==> src/hdl/u8seg_pkg.sv <==
`timescale 1ns / 1ps
// ----------------------------------------------------------------------------
// u8seg_pkg
// Shared types, constants and decode helpers for the UTF-8 sentence segmenter.
// ----------------------------------------------------------------------------
package u8seg_pkg;

	localparam logic [7:0] LIMIT_MAX   = 8'd240;
	localparam logic [7:0] LIMIT_MIN   = 8'd8;
	localparam logic [7:0] LIMIT_RESET = 8'd240;

	// UTF-8 lead byte classes
	localparam logic [7:0] LEAD2_MASK = 8'he0;
	localparam logic [7:0] LEAD2_CODE = 8'hc0;
	localparam logic [7:0] LEAD3_MASK = 8'hf0;
	localparam logic [7:0] LEAD3_CODE = 8'he0;
	localparam logic [7:0] LEAD4_MASK = 8'hf8;
	localparam logic [7:0] LEAD4_CODE = 8'hf0;

	// CJK and fullwidth punctuation marks
	localparam logic [7:0] CJK_LEAD = 8'he3;
	localparam logic [7:0] CJK_MID  = 8'h80;
	localparam logic [7:0] FW_LEAD  = 8'hef;
	localparam logic [7:0] FW_MID   = 8'hbc;

	// Configuration register indexes
	localparam logic [0:0] REG_SEGMENT_LIMIT = 1'b0;

	typedef enum logic [1:0] {
		MARK_NONE = 2'd0,
		MARK_CJK  = 2'd1,
		MARK_FW   = 2'd2
	} mark_t;

	typedef struct packed {
		logic [7:0] text_byte;
		logic       end_of_text;
	} text_beat_t;

	typedef struct packed {
		logic [7:0] segment_length;
		logic       cut_at_break;
		logic       final_segment;
		logic       last_of_run;
	} seg_beat_t;

	typedef struct packed {
		logic [7:0] window_count;
		logic [7:0] last_break_end;
		logic [7:0] fit_boundary;
		logic [1:0] char_bytes_left;
		mark_t      mark_prefix;
	} text_state_t;

	function automatic logic is_ascii_break(input logic [7:0] b);
		return (b == 8'h0a) || (b == 8'h2e) || (b == 8'h21) ||
		       (b == 8'h3f) || (b == 8'h3b) || (b == 8'h3a);
	endfunction

	function automatic logic is_cjk_tail(input logic [7:0] b);
		return (b == 8'h80) || (b == 8'h81) || (b == 8'h82) || (b == 8'h84);
	endfunction

	function automatic logic is_fw_tail(input logic [7:0] b);
		return (b == 8'h81) || (b == 8'h8c) || (b == 8'h9b) || (b == 8'h9f);
	endfunction

	// Number of continuation bytes that follow a lead byte
	function automatic logic [1:0] cont_count(input logic [7:0] b);
		if ((b & LEAD2_MASK) == LEAD2_CODE) return 2'd1;
		else if ((b & LEAD3_MASK) == LEAD3_CODE) return 2'd2;
		else if ((b & LEAD4_MASK) == LEAD4_CODE) return 2'd3;
		else return 2'd0;
	endfunction

endpackage

==> src/hdl/utf8_sentence_segmenter_core.sv <==
`timescale 1ns / 1ps
// ----------------------------------------------------------------------------
// utf8_sentence_segmenter_core
// Cuts a UTF-8 byte stream into segments no longer than the configured limit,
// preferring to end on a sentence break.
// ----------------------------------------------------------------------------
// One text byte is taken per cycle unless in_stall is high. A byte sits in the
// input register, where the cut/decode logic runs, and its results land in a
// four-entry result queue that drives the output channel. A byte yields zero,
// one or two segment beats, and the output channel moves one beat per cycle
// while out_stall is low, so the input stalls only while the queue has fewer
// than two free slots (bytes that give both a limit cut and the final segment,
// or a stalled output). segment_limit is clamped to 8..240 and is to be
// written only while no text is in flight.
module utf8_sentence_segmenter_core (
	input  logic                  clk,
	input  logic                  arst_n,
	input  logic                  in_valid,
	output logic                  in_stall,
	input  u8seg_pkg::text_beat_t in_data,
	output logic                  out_valid,
	input  logic                  out_stall,
	output u8seg_pkg::seg_beat_t  out_data,
	input  logic                  psel,
	input  logic                  penable,
	input  logic                  pwrite,
	input  logic [2:0]            paddr,
	input  logic [31:0]           pwdata,
	output logic [31:0]           prdata,
	output logic                  pready
);

	u8seg_pkg::text_beat_t  beat_s1;
	logic                   valid_s1;
	u8seg_pkg::text_state_t state_q;
	u8seg_pkg::text_state_t state_next;
	u8seg_pkg::seg_beat_t   res0;
	u8seg_pkg::seg_beat_t   res1;
	logic [1:0]             res_count;
	logic [1:0]             push_count;
	logic [7:0]             limit;
	logic                   room2;
	logic                   advance;
	logic                   accept;

	u8seg_cfg u_cfg (
		.clk     (clk),
		.arst_n  (arst_n),
		.psel    (psel),
		.penable (penable),
		.pwrite  (pwrite),
		.paddr   (paddr),
		.pwdata  (pwdata),
		.prdata  (prdata),
		.pready  (pready),
		.limit   (limit)
	);

	assign advance  = valid_s1 && room2;
	assign in_stall = valid_s1 && !room2;
	assign accept   = in_valid && !in_stall;

	always_ff @(posedge clk or negedge arst_n) begin
		if (!arst_n) begin
			valid_s1 <= 1'b0;
		end else if (accept) begin
			valid_s1 <= 1'b1;
		end else if (advance) begin
			valid_s1 <= 1'b0;
		end
	end

	always_ff @(posedge clk) begin
		if (accept) beat_s1 <= in_data;
	end

	u8seg_step u_step (
		.st        (state_q),
		.beat      (beat_s1),
		.limit     (limit),
		.st_next   (state_next),
		.res0      (res0),
		.res1      (res1),
		.res_count (res_count)
	);

	always_ff @(posedge clk or negedge arst_n) begin
		if (!arst_n) begin
			state_q <= '0;
		end else if (advance) begin
			state_q <= state_next;
		end
	end

	assign push_count = advance ? res_count : 2'd0;

	u8seg_fifo u_fifo (
		.clk        (clk),
		.arst_n     (arst_n),
		.push_count (push_count),
		.push0      (res0),
		.push1      (res1),
		.room2      (room2),
		.out_valid  (out_valid),
		.out_stall  (out_stall),
		.out_data   (out_data)
	);

	a_final_closes_run: assert property (@(posedge clk) disable iff (!arst_n)
		(advance && beat_s1.end_of_text) |=> (state_q.window_count == 8'd0))
		else $error("text state not cleared after final segment");

	a_final_not_break: assert property (@(posedge clk) disable iff (!arst_n)
		(out_valid && out_data.final_segment) |->
		(out_data.last_of_run && !out_data.cut_at_break))
		else $error("final segment beat flags inconsistent");

	a_out_hold: assert property (@(posedge clk) disable iff (!arst_n)
		(out_valid && out_stall) |=> (out_valid && $stable(out_data)))
		else $error("stalled segment beat changed");

endmodule

==> src/hdl/u8seg_cfg.sv <==
`timescale 1ns / 1ps
// ----------------------------------------------------------------------------
// u8seg_cfg
// APB register slave holding the segment limit; also presents the clamped
// working limit.
// ----------------------------------------------------------------------------
module u8seg_cfg (
	input  logic        clk,
	input  logic        arst_n,
	input  logic        psel,
	input  logic        penable,
	input  logic        pwrite,
	input  logic [2:0]  paddr,
	input  logic [31:0] pwdata,
	output logic [31:0] prdata,
	output logic        pready,
	output logic [7:0]  limit
);

	logic [7:0] segment_limit_q;
	logic       reg_hit;

	assign pready  = 1'b1;
	assign reg_hit = (paddr[2] == u8seg_pkg::REG_SEGMENT_LIMIT);

	always_ff @(posedge clk or negedge arst_n) begin
		if (!arst_n) begin
			segment_limit_q <= u8seg_pkg::LIMIT_RESET;
		end else if (psel && penable && pwrite && pready && reg_hit) begin
			segment_limit_q <= pwdata[7:0];
		end
	end

	assign prdata = reg_hit ? {24'd0, segment_limit_q} : 32'd0;

	// clamp to the legal working range
	always_comb begin
		if (segment_limit_q < u8seg_pkg::LIMIT_MIN) begin
			limit = u8seg_pkg::LIMIT_MIN;
		end else if (segment_limit_q > u8seg_pkg::LIMIT_MAX) begin
			limit = u8seg_pkg::LIMIT_MAX;
		end else begin
			limit = segment_limit_q;
		end
	end

endmodule

==> src/hdl/u8seg_step.sv <==
`timescale 1ns / 1ps
// ----------------------------------------------------------------------------
// u8seg_step
// Per-byte segmentation logic: limit cut, character decode, break tracking
// and end-of-text flush. Produces the next text state and up to two results.
// ----------------------------------------------------------------------------
module u8seg_step (
	input  u8seg_pkg::text_state_t st,
	input  u8seg_pkg::text_beat_t  beat,
	input  logic [7:0]             limit,
	output u8seg_pkg::text_state_t st_next,
	output u8seg_pkg::seg_beat_t   res0,
	output u8seg_pkg::seg_beat_t   res1,
	output logic [1:0]             res_count
);

	logic [6:0]             half;
	logic                   cut;
	logic                   cut_brk;
	logic [7:0]             cut_len;
	u8seg_pkg::text_state_t mid;
	u8seg_pkg::text_state_t nxt;
	logic                   done;
	logic                   brk;
	logic [1:0]             n_cont;
	logic [7:0]             b;
	u8seg_pkg::seg_beat_t   cut_res;
	u8seg_pkg::seg_beat_t   fin_res;

	assign b    = beat.text_byte;
	assign half = limit[7:1];

	// Limit cut before the new byte goes in
	always_comb begin
		cut     = (st.window_count >= limit);
		cut_brk = (st.last_break_end != 8'd0) && (st.last_break_end >= {1'b0, half});
		cut_len = cut_brk ? st.last_break_end : st.fit_boundary;
		mid     = st;
		if (cut) begin
			mid.window_count   = st.window_count - cut_len;
			mid.fit_boundary   = st.fit_boundary - cut_len;
			mid.last_break_end = 8'd0;
		end
	end

	// Take the byte
	always_comb begin
		nxt              = mid;
		nxt.window_count = mid.window_count + 8'd1;
		done             = 1'b0;
		brk              = 1'b0;
		n_cont           = u8seg_pkg::cont_count(b);
		case (mid.char_bytes_left)
			2'd0: begin
				if (n_cont == 2'd0) begin
					done = 1'b1;
					brk  = u8seg_pkg::is_ascii_break(b);
				end else begin
					nxt.char_bytes_left = n_cont;
					if (b == u8seg_pkg::CJK_LEAD) nxt.mark_prefix = u8seg_pkg::MARK_CJK;
					else if (b == u8seg_pkg::FW_LEAD) nxt.mark_prefix = u8seg_pkg::MARK_FW;
					else nxt.mark_prefix = u8seg_pkg::MARK_NONE;
				end
			end
			2'd2: begin
				if ((mid.mark_prefix == u8seg_pkg::MARK_CJK && b != u8seg_pkg::CJK_MID) ||
				    (mid.mark_prefix == u8seg_pkg::MARK_FW && b != u8seg_pkg::FW_MID)) begin
					nxt.mark_prefix = u8seg_pkg::MARK_NONE;
				end
				nxt.char_bytes_left = 2'd1;
			end
			2'd1: begin
				if (mid.mark_prefix == u8seg_pkg::MARK_CJK) brk = u8seg_pkg::is_cjk_tail(b);
				else if (mid.mark_prefix == u8seg_pkg::MARK_FW) brk = u8seg_pkg::is_fw_tail(b);
				nxt.char_bytes_left = 2'd0;
				done                = 1'b1;
			end
			default: begin
				nxt.char_bytes_left = 2'd2;
				nxt.mark_prefix     = u8seg_pkg::MARK_NONE;
			end
		endcase
		if (done) begin
			nxt.mark_prefix  = u8seg_pkg::MARK_NONE;
			nxt.fit_boundary = nxt.window_count;
			if (brk) nxt.last_break_end = nxt.window_count;
		end
	end

	// Results and flush
	always_comb begin
		cut_res.segment_length = cut_len;
		cut_res.cut_at_break   = cut_brk;
		cut_res.final_segment  = 1'b0;
		cut_res.last_of_run    = !beat.end_of_text;

		fin_res.segment_length = nxt.window_count;
		fin_res.cut_at_break   = 1'b0;
		fin_res.final_segment  = 1'b1;
		fin_res.last_of_run    = 1'b1;

		st_next = nxt;
		if (beat.end_of_text) st_next = '0;

		res0 = cut ? cut_res : fin_res;
		res1 = fin_res;
		res_count = {1'b0, cut} + {1'b0, beat.end_of_text};
	end

endmodule

==> src/hdl/u8seg_fifo.sv <==
`timescale 1ns / 1ps
// ----------------------------------------------------------------------------
// u8seg_fifo
// Four-entry result queue; takes up to two results per cycle and presents
// one beat per cycle on the output channel while out_stall is low.
// ----------------------------------------------------------------------------
module u8seg_fifo (
	input  logic                 clk,
	input  logic                 arst_n,
	input  logic [1:0]           push_count,
	input  u8seg_pkg::seg_beat_t push0,
	input  u8seg_pkg::seg_beat_t push1,
	output logic                 room2,
	output logic                 out_valid,
	input  logic                 out_stall,
	output u8seg_pkg::seg_beat_t out_data
);

	u8seg_pkg::seg_beat_t entry_q [4];
	logic [1:0]           wr_ptr_q;
	logic [1:0]           rd_ptr_q;
	logic [2:0]           count_q;
	logic                 pop;

	assign out_valid = (count_q != 3'd0);
	assign out_data  = entry_q[rd_ptr_q];
	assign pop       = out_valid && !out_stall;
	assign room2     = (count_q <= 3'd2);

	always_ff @(posedge clk) begin
		if (push_count != 2'd0) entry_q[wr_ptr_q] <= push0;
		if (push_count == 2'd2) entry_q[wr_ptr_q + 2'd1] <= push1;
	end

	always_ff @(posedge clk or negedge arst_n) begin
		if (!arst_n) begin
			wr_ptr_q <= 2'd0;
			rd_ptr_q <= 2'd0;
			count_q  <= 3'd0;
		end else begin
			wr_ptr_q <= wr_ptr_q + push_count;
			if (pop) rd_ptr_q <= rd_ptr_q + 2'd1;
			count_q <= count_q + {1'b0, push_count} - {2'd0, pop};
		end
	end

	a_count_bound: assert property (@(posedge clk) disable iff (!arst_n)
		count_q <= 3'd4)
		else $error("result queue count out of range");

	a_no_overflow: assert property (@(posedge clk) disable iff (!arst_n)
		({1'b0, count_q} + {2'd0, push_count}) <= 4'd4)
		else $error("result queue overflow");

	a_pop_drains: assert property (@(posedge clk) disable iff (!arst_n)
		(pop && push_count == 2'd0) |=> (count_q == $past(count_q) - 3'd1))
		else $error("result queue count did not drop on pop");

endmodule
==> config.mk <==
export PLATFORM = sky130hd
export DESIGN_NAME = utf8_sentence_segmenter_core
export DESIGN_NICKNAME = d
export VERILOG_FILES = /design/src/hdl/u8seg_pkg.sv /design/src/hdl/utf8_sentence_segmenter_core.sv /design/src/hdl/u8seg_cfg.sv /design/src/hdl/u8seg_step.sv /design/src/hdl/u8seg_fifo.sv
export SDC_FILE = /design/constraint.sdc
export NUM_CORES = 1
export LEC_CHECK = 0
export BUFFER_PORTS_ARGS = -buffer_cell sky130_fd_sc_hd__buf_2
export CAP_MARGIN = 20
export CORE_ASPECT_RATIO = 0.75
export CORE_MARGIN = 2
export CORE_UTILIZATION = 35
export CTS_BUF_LIST = sky130_fd_sc_hd__clkbuf_4 sky130_fd_sc_hd__clkbuf_8 sky130_fd_sc_hd__clkbuf_16
export CTS_CLUSTER_SIZE = 10
export DETAILED_ROUTE_END_ITERATION = 6
export SKIP_CTS_REPAIR_TIMING = 1
export SLEW_MARGIN = 25
export SYNTH_ARGS = -nofsm -noshare
export SYNTH_HDL_FRONTEND = slang
export SYNTH_HIERARCHICAL = 1
export SYNTH_SLANG_ARGS = --single-unit
export TNS_END_PERCENT = 1
==> constraint.sdc <==
create_clock -name clk -period 6.4 [get_ports clk]
set_clock_uncertainty 0.2 [all_clocks]
set_input_delay 0.64 -clock clk [delete_from_list [all_inputs] [get_ports clk]]
set_output_delay 0.64 -clock clk [all_outputs]
set_load 0.01 [all_outputs]
# After elaboration in Yosys (flattened, before gate mapping)
# Memory sizes are Yosys's and may differ from the RTL's.
# Index checks and enable logic that the tools add are counted.
# W data, S select, Z words.
[totals]
reg_bits = 53
latch_bits = 0
mem_bits_rw = 44
romBits = 0
input_bits = 51
n_memories = 1
[op_classes]
addsub = 9
mul = 0
div = 0
magnitude_cmp = 5
eq_ne = 29
shift = 0
mux = 32
bitwise = 1
n_reduce_logical = 36
[mem_list]
columns = ["memory", "words", "word_bits", "read_ports", "rd_clocked_by_memory_dff", "write_ports", "line_no", "text"]
rows = [
  ["u_fifo.entry_q", 4, 11, 1, 0, 2, "u8seg_fifo.sv:19", "u8seg_pkg::seg_beat_t entry_q [4];"],
]
[ops]
columns = ["cell", "n"]
rows = [
  ["$eq A8 B8 Y1 const B", 9],
  ["$eq A8 B6 Y1 const B", 5],
  ["$mux W8", 5],
  ["$mux W28", 1],
  ["$mux W24", 1],
  ["$mux W16", 1],
  ["$mux W2", 8],
  ["$ne A8 B8 Y1 const B", 2],
  ["$sub A8 B8 Y8", 2],
  ["$logic_or A1 B1 Y1", 12],
  ["$pmux W2 S3", 2],
  ["$mux W11", 1],
  ["$logic_and A1 B1 Y1", 10],
  ["$mux W1", 10],
  ["$add A8 B1 Y8 const B", 1],
  ["$eq A8 B4 Y1 const B", 1],
  ["$ge A8 B7 Y1", 1],
  ["$ge A8 B8 Y1", 1],
  ["$gt A8 B8 Y1 const B", 1],
  ["$lt A8 B4 Y1 const B", 1],
  ["$reduce_bool A8 Y1", 1],
  ["$eq A2 B2 Y1 const B", 3],
  ["$reduce_bool A3 Y1", 2],
  ["$eq A5 B5 Y1 const B", 1],
  ["other kinds (21)", 30],
]

# Longest topological paths before layout
[depth]
word_depth = 12
mapped_depth = 23
depth_no_buf = 23

# Cells and area by module
# The synthesis kept the hierarchy.
[modules_own_cells]
columns = ["module", "instances", "cells_per_inst", "area_each_um2", "seq_area_each_um2"]
rows = [
  ["u8seg_fifo", 1, 147, 2656.3, 1496.4],
  ["u8seg_step", 1, 383, 2521.2, 0.0],
  ["utf8_sentence_segmenter_core", 1, 75, 1476.4, 996.0],
  ["u8seg_cfg", 1, 64, 653.1, 205.2],
]

# Worst setup path after synthesis
# No wires, ideal clock.
[synth_path]
path_kind = "register -> register"
from = "register u_cfg.segment_limit_q[5]"
to = "memory u_fifo/entry_q[1][10] (netlist name), data pin"
setup_time_ps = 260
arrival_time_ps = 4975
required_time_ps = 5940
setup_slack_ps = 965
stages_incl_launch_ff = 21
path_buffers = 0
cell_sequence = "dfstp_2 or3_4 o311a_1 ha_1 nand2b_1 a31oi_2 o211a_1 nor2_1 o21ai_0 ha_1 inv_1 ha_1 o311a_1 o2111a_1 nor3_1 xnor2_1 nand4_2 xor2_2 xnor2_1 inv_1 mux2_2"
[synth_lines]
columns = ["item", "line_no", "text"]
rows = [
  ["start, declared", "u8seg_cfg.sv:20", "logic [7:0] segment_limit_q;"],
  ["start signal, assigned", "u8seg_cfg.sv:28", "segment_limit_q <= u8seg_pkg::LIMIT_RESET;"],
  ["start signal, assigned", "u8seg_cfg.sv:30", "segment_limit_q <= pwdata[7:0];"],
  ["end, declared", "u8seg_fifo.sv:19", ""],
]

==> results.md <==
* Area taken by flip-flops and latches at 2700 um^2
* Async SR Flop Fraction at 0.454
* Routed wire length at 16600 um
* Clock root buffer: sky130_fd_sc_hd__clkbuf_16
* Number of stages on the worst setup path at 20
* Number of synthesized flops with an enable pin at 53
* Pleak at 3.29 nW
* Number of instances in the placed design at 978
* Pin count of the biggest net entering global routing at 45
* Area share of and/or/nand/nor cells after synthesis at 0.149
* CP startpoint kind: register
* Setup slack of the most critical reg-to-reg path at 0.37 ns
* Number of antenna violations at the first check in global routing at 0
* Row count at 45
* Critical-path maximum fanout at 7
* Cell area after placement at 7700 um^2
* First element of the critical path: u_cfg/segment_limit_q[5]
* Critical-path cell with the highest stage delay: sky130_fd_sc_hd__o311a_1
* Combinational family with the most area after synthesis: multiplexers
* IO buf count at 45
* Worst path most repeated cell: sky130_fd_sc_hd__ha_1
* Routability Congestion at 0.870
* Instance count of the mapped netlist at 669
* Worst ir drop on vdd at 0.163 mV
* Fin. Hold Viols at 0
* Via/cell ratio at 5.20
* Post-Synth Adder-Cell Area at 0.0651
* Most area-consuming cells after synthesis: sky130_fd_sc_hd__edfxtp_1 22%, sky130_fd_sc_hd__dfrtp_1 14%, sky130_fd_sc_hd__mux2_4 8.0%
* Most used cells in the layout excluding fill and tap cells: 53 x sky130_fd_sc_hd__edfxtp_1, 45 x sky130_fd_sc_hd__buf_2, 40 x sky130_fd_sc_hd__dfrtp_1
* Endpoint of the worst setup timing path: u_fifo/entry_q[1][10]
* Register clock-pin slew on the reported worst setup and hold paths at 0.08 ns
* Fin area at 8010 um^2
* Post-synthesis xor/xnor area fraction at 0.0226
* Post-synth cell types at 87
* Area occupied by multi-input gates at 4160 um^2
* Total core area at 20400 um^2
* Die area at 22100 um^2
* Outcome: complete, no violations
* Post-layout worst setup margin at 0.368 ns
* Class of the tightest hold or removal check: in2async
* Most common cell after layout, fill and taps aside: sky130_fd_sc_hd__edfxtp_1
* Count of clock tree sinks at 97
* Startpoint of the worst register-to-register path: u_cfg/segment_limit_q[5]
* Clock buffer depth at 2
* Final setup vio count at 0
* Fraction of layout instances using a drive strength above 1 at 0.274
* Dominant delay contributor by cell family on the critical path: compound AO/OA/AOI/OAI gates
* Max H-tree Level at 3
* Unrepaired setup endpoints after global routing: yes
* Final standard cell count with taps included and fillers excluded at 994
* R2R Path End: u_fifo/entry_q[1][10]
* Worst Path Buf+Inv at 2
* Transition time at the pin with the least slew margin at 0.975 ns
* Die Span Y at 129 um
* Vias after detailed routing at 5171
* Syn_area_per_cell at 10.9 um^2
* Total track usage at 0.157
* Boundary Pins at 97
* Yosys Warn Count at 6
* Post-placement worst setup slack at 0.481 ns
* Part of the Yosys area used for sequential elements at 0.369
* Total power per unit cell area at 446 nW/um^2
* Average detailed-routed wire length per instance at 16.7 um
* 1st-pass router iterations at 7
* Top FF cell, synth: sky130_fd_sc_hd__edfxtp_1
* Biggest cell delay along the critical path at 0.46 ns
* Final ANT Viol Nets at 0
* Number of diodes at 0
* Crit Path Category: reg2reg
* Reg2reg path depth at 20
* Vias in the first global route at 4893
* Required @ worst endpoint at 6.32 ns
* DRC violations left at 0
* DPL Wire Length at 11700 um
* CTS tree: built
* Layout-stage area growth over the synthesis result at 9.66%
* Effective utilization at floorplan at 0.359
* Number of register bits inferred by synthesis at 97
* Worst endpoint data arrival time at 5.95 ns
* Proportion of netlist area held by the largest area contributor at 0.218
* Complex-gate fraction of the synthesized area at 0.128
* Number of CTS-inserted buffers at 9
* Power after layout at 3.57 mW
* Share of the cycle needed by the critical path after routing at 0.942
* Max Clk Rate at 166 MHz
* Worst-case headroom to the max-slew limit at 0.345
* Number of pins with negative max-slew slack in the final report at 0
* Cell area after synthesis at 7310 um^2
* Total global routing overflow at 0
* Cell Chain, Critical Path: or3_4 -> o311a_1 -> ha_1 -> nand2b_1 -> a31oi_2 -> o211a_1 -> nor2_1 -> o21ai_0 -> ha_1 -> inv_1 -> ha_1 -> o311a_1 -> o2111a_1 -> nor3_1 -> xnor2_1 -> nand4_2 -> xor2_2 -> xnor2_1 -> inv_1 -> mux2_2
* Die boundary width at 171 um
* First-pass GRT wire length at 26800 um
* First-iteration detailed-routing DRC count at 470
* Minimum clock period at 6.03 ns
* Max-capacitance violation count at 0
* Worst Hold Margin at 0.176 ns
* Cell accounting for the most synthesized area: sky130_fd_sc_hd__edfxtp_1
* Layout net count at 793
* Multiplexer share of the synthesized area at 0.189
* Fillers at 2013
* Crit path capture type: register
* Clk_lat worst skew at 0.36 ns
cell usage after synthesis (11+ instances only):
cell type                   n
sky130_fd_sc_hd__nand2_1   39
sky130_fd_sc_hd__mux2_2    31
sky130_fd_sc_hd__clkbuf_1  17
sky130_fd_sc_hd__nor2b_1   16
sky130_fd_sc_hd__inv_1     39
sky130_fd_sc_hd__nand2b_1  11
sky130_fd_sc_hd__ha_1      34
sky130_fd_sc_hd__nor2_1    38
sky130_fd_sc_hd__mux4_2    12
sky130_fd_sc_hd__xnor2_1   12
sky130_fd_sc_hd__buf_4     30
sky130_fd_sc_hd__dfrtp_1   40
sky130_fd_sc_hd__a21oi_1   23
sky130_fd_sc_hd__edfxtp_1  53
sky130_fd_sc_hd__nand3_1   17
sky130_fd_sc_hd__o21ai_0   28
sky130_fd_sc_hd__mux2_4    39
cells by family after synthesis:
kind of cell             after synthesis
flip-flops                            97
adder cells (fa/ha/maj)               38
AND/OR/NAND/NOR                      189
buffers and inverters                 97
other                                  4
multiplexers                          98
AO/OA/AOI/OAI                        128
XOR/XNOR                              18
report_power, final:
part | total, mW | switching (mW) | leakage [nW] | internal [mW]
clock network | 0.557 | 0.278 | 0.150 | 0.279
logic | 1.95 | 1.06 | 2.10 | 0.889
registers | 1.07 | 0.191 | 1.04 | 0.877
sequential cells by signal, summed over array words and instances (netlist names):
signal / cells
u_fifo/entry_q: 44
state_q: 28
beat_s1: 9
u_cfg/segment_limit_q: 8
u_fifo/count_q: 3
u_fifo/rd_ptr_q: 2
u_fifo/wr_ptr_q: 2
valid_s1: 1
stage by stage:
| step | utilization | TNS, ns |
|---|---|---|
| final | 0.393 | 0 |
| after global routing | 0.393 | -0.0115 |
| after CTS | 0.393 | 0 |
| after detailed placement | 0.378 | 0 |
| after global placement | 0.378 | 0 |
| after floorplan | - | 0 |
worst register-to-register path: stages (launching register included):
cell                       delay (ns)
sky130_fd_sc_hd__dfstp_2         0.40
sky130_fd_sc_hd__or3_4           0.41
sky130_fd_sc_hd__o311a_1         0.33
sky130_fd_sc_hd__ha_1            0.29
sky130_fd_sc_hd__nand2b_1        0.15
sky130_fd_sc_hd__a31oi_2         0.36
sky130_fd_sc_hd__o211a_1         0.34
sky130_fd_sc_hd__nor2_1          0.09
sky130_fd_sc_hd__o21ai_0         0.23
sky130_fd_sc_hd__ha_1            0.26
sky130_fd_sc_hd__inv_1           0.06
sky130_fd_sc_hd__ha_1            0.23
sky130_fd_sc_hd__o311a_1         0.46
sky130_fd_sc_hd__o2111a_1        0.26
sky130_fd_sc_hd__nor3_1          0.21
sky130_fd_sc_hd__xnor2_1         0.27
sky130_fd_sc_hd__nand4_2         0.21
sky130_fd_sc_hd__xor2_2          0.22
sky130_fd_sc_hd__xnor2_1         0.38
sky130_fd_sc_hd__inv_1           0.16
sky130_fd_sc_hd__mux2_2          0.29
layer usage:
layer  GRT usage  part of all wire  vias to the layer above  wire, um
li1            -                 -                     2501         -
met1       0.222              0.50                     2517      8290
met2       0.245              0.44                      135      7220
met3      0.0293             0.049                       18       809
met4      0.0439             0.014                        0       231
met5           0                 0                        -         0
final cells by class:
cell class	instances	area share
clock buffers	9	0.0281
clock inverters	7	0.0101
inverters	39	0.0183
multi-input cells	499	0.520
flip-flops and latches	97	0.337
well taps	282	0.0440
repair buffers	61	0.0431
how the worst min path moves through the flow:
stage	startpoint	to	slack, ns	depth (start not counted)
6_report	arst_n	state_q[5]	0.18	2
5_1_grt	arst_n	u_cfg/segment_limit_q[0]	0.22	2
4_1_cts	arst_n	u_cfg/segment_limit_q[0]	0.20	2
3_5_place_dp	u_fifo/count_q[2]	u_fifo/count_q[2]	0.29	1
3_3_place_gp	u_fifo/count_q[2]	u_fifo/count_q[2]	0.29	1
2_1_floorplan	arst_n	state_q[0]	0.14	0
Power figures use the tool's default switching activity.
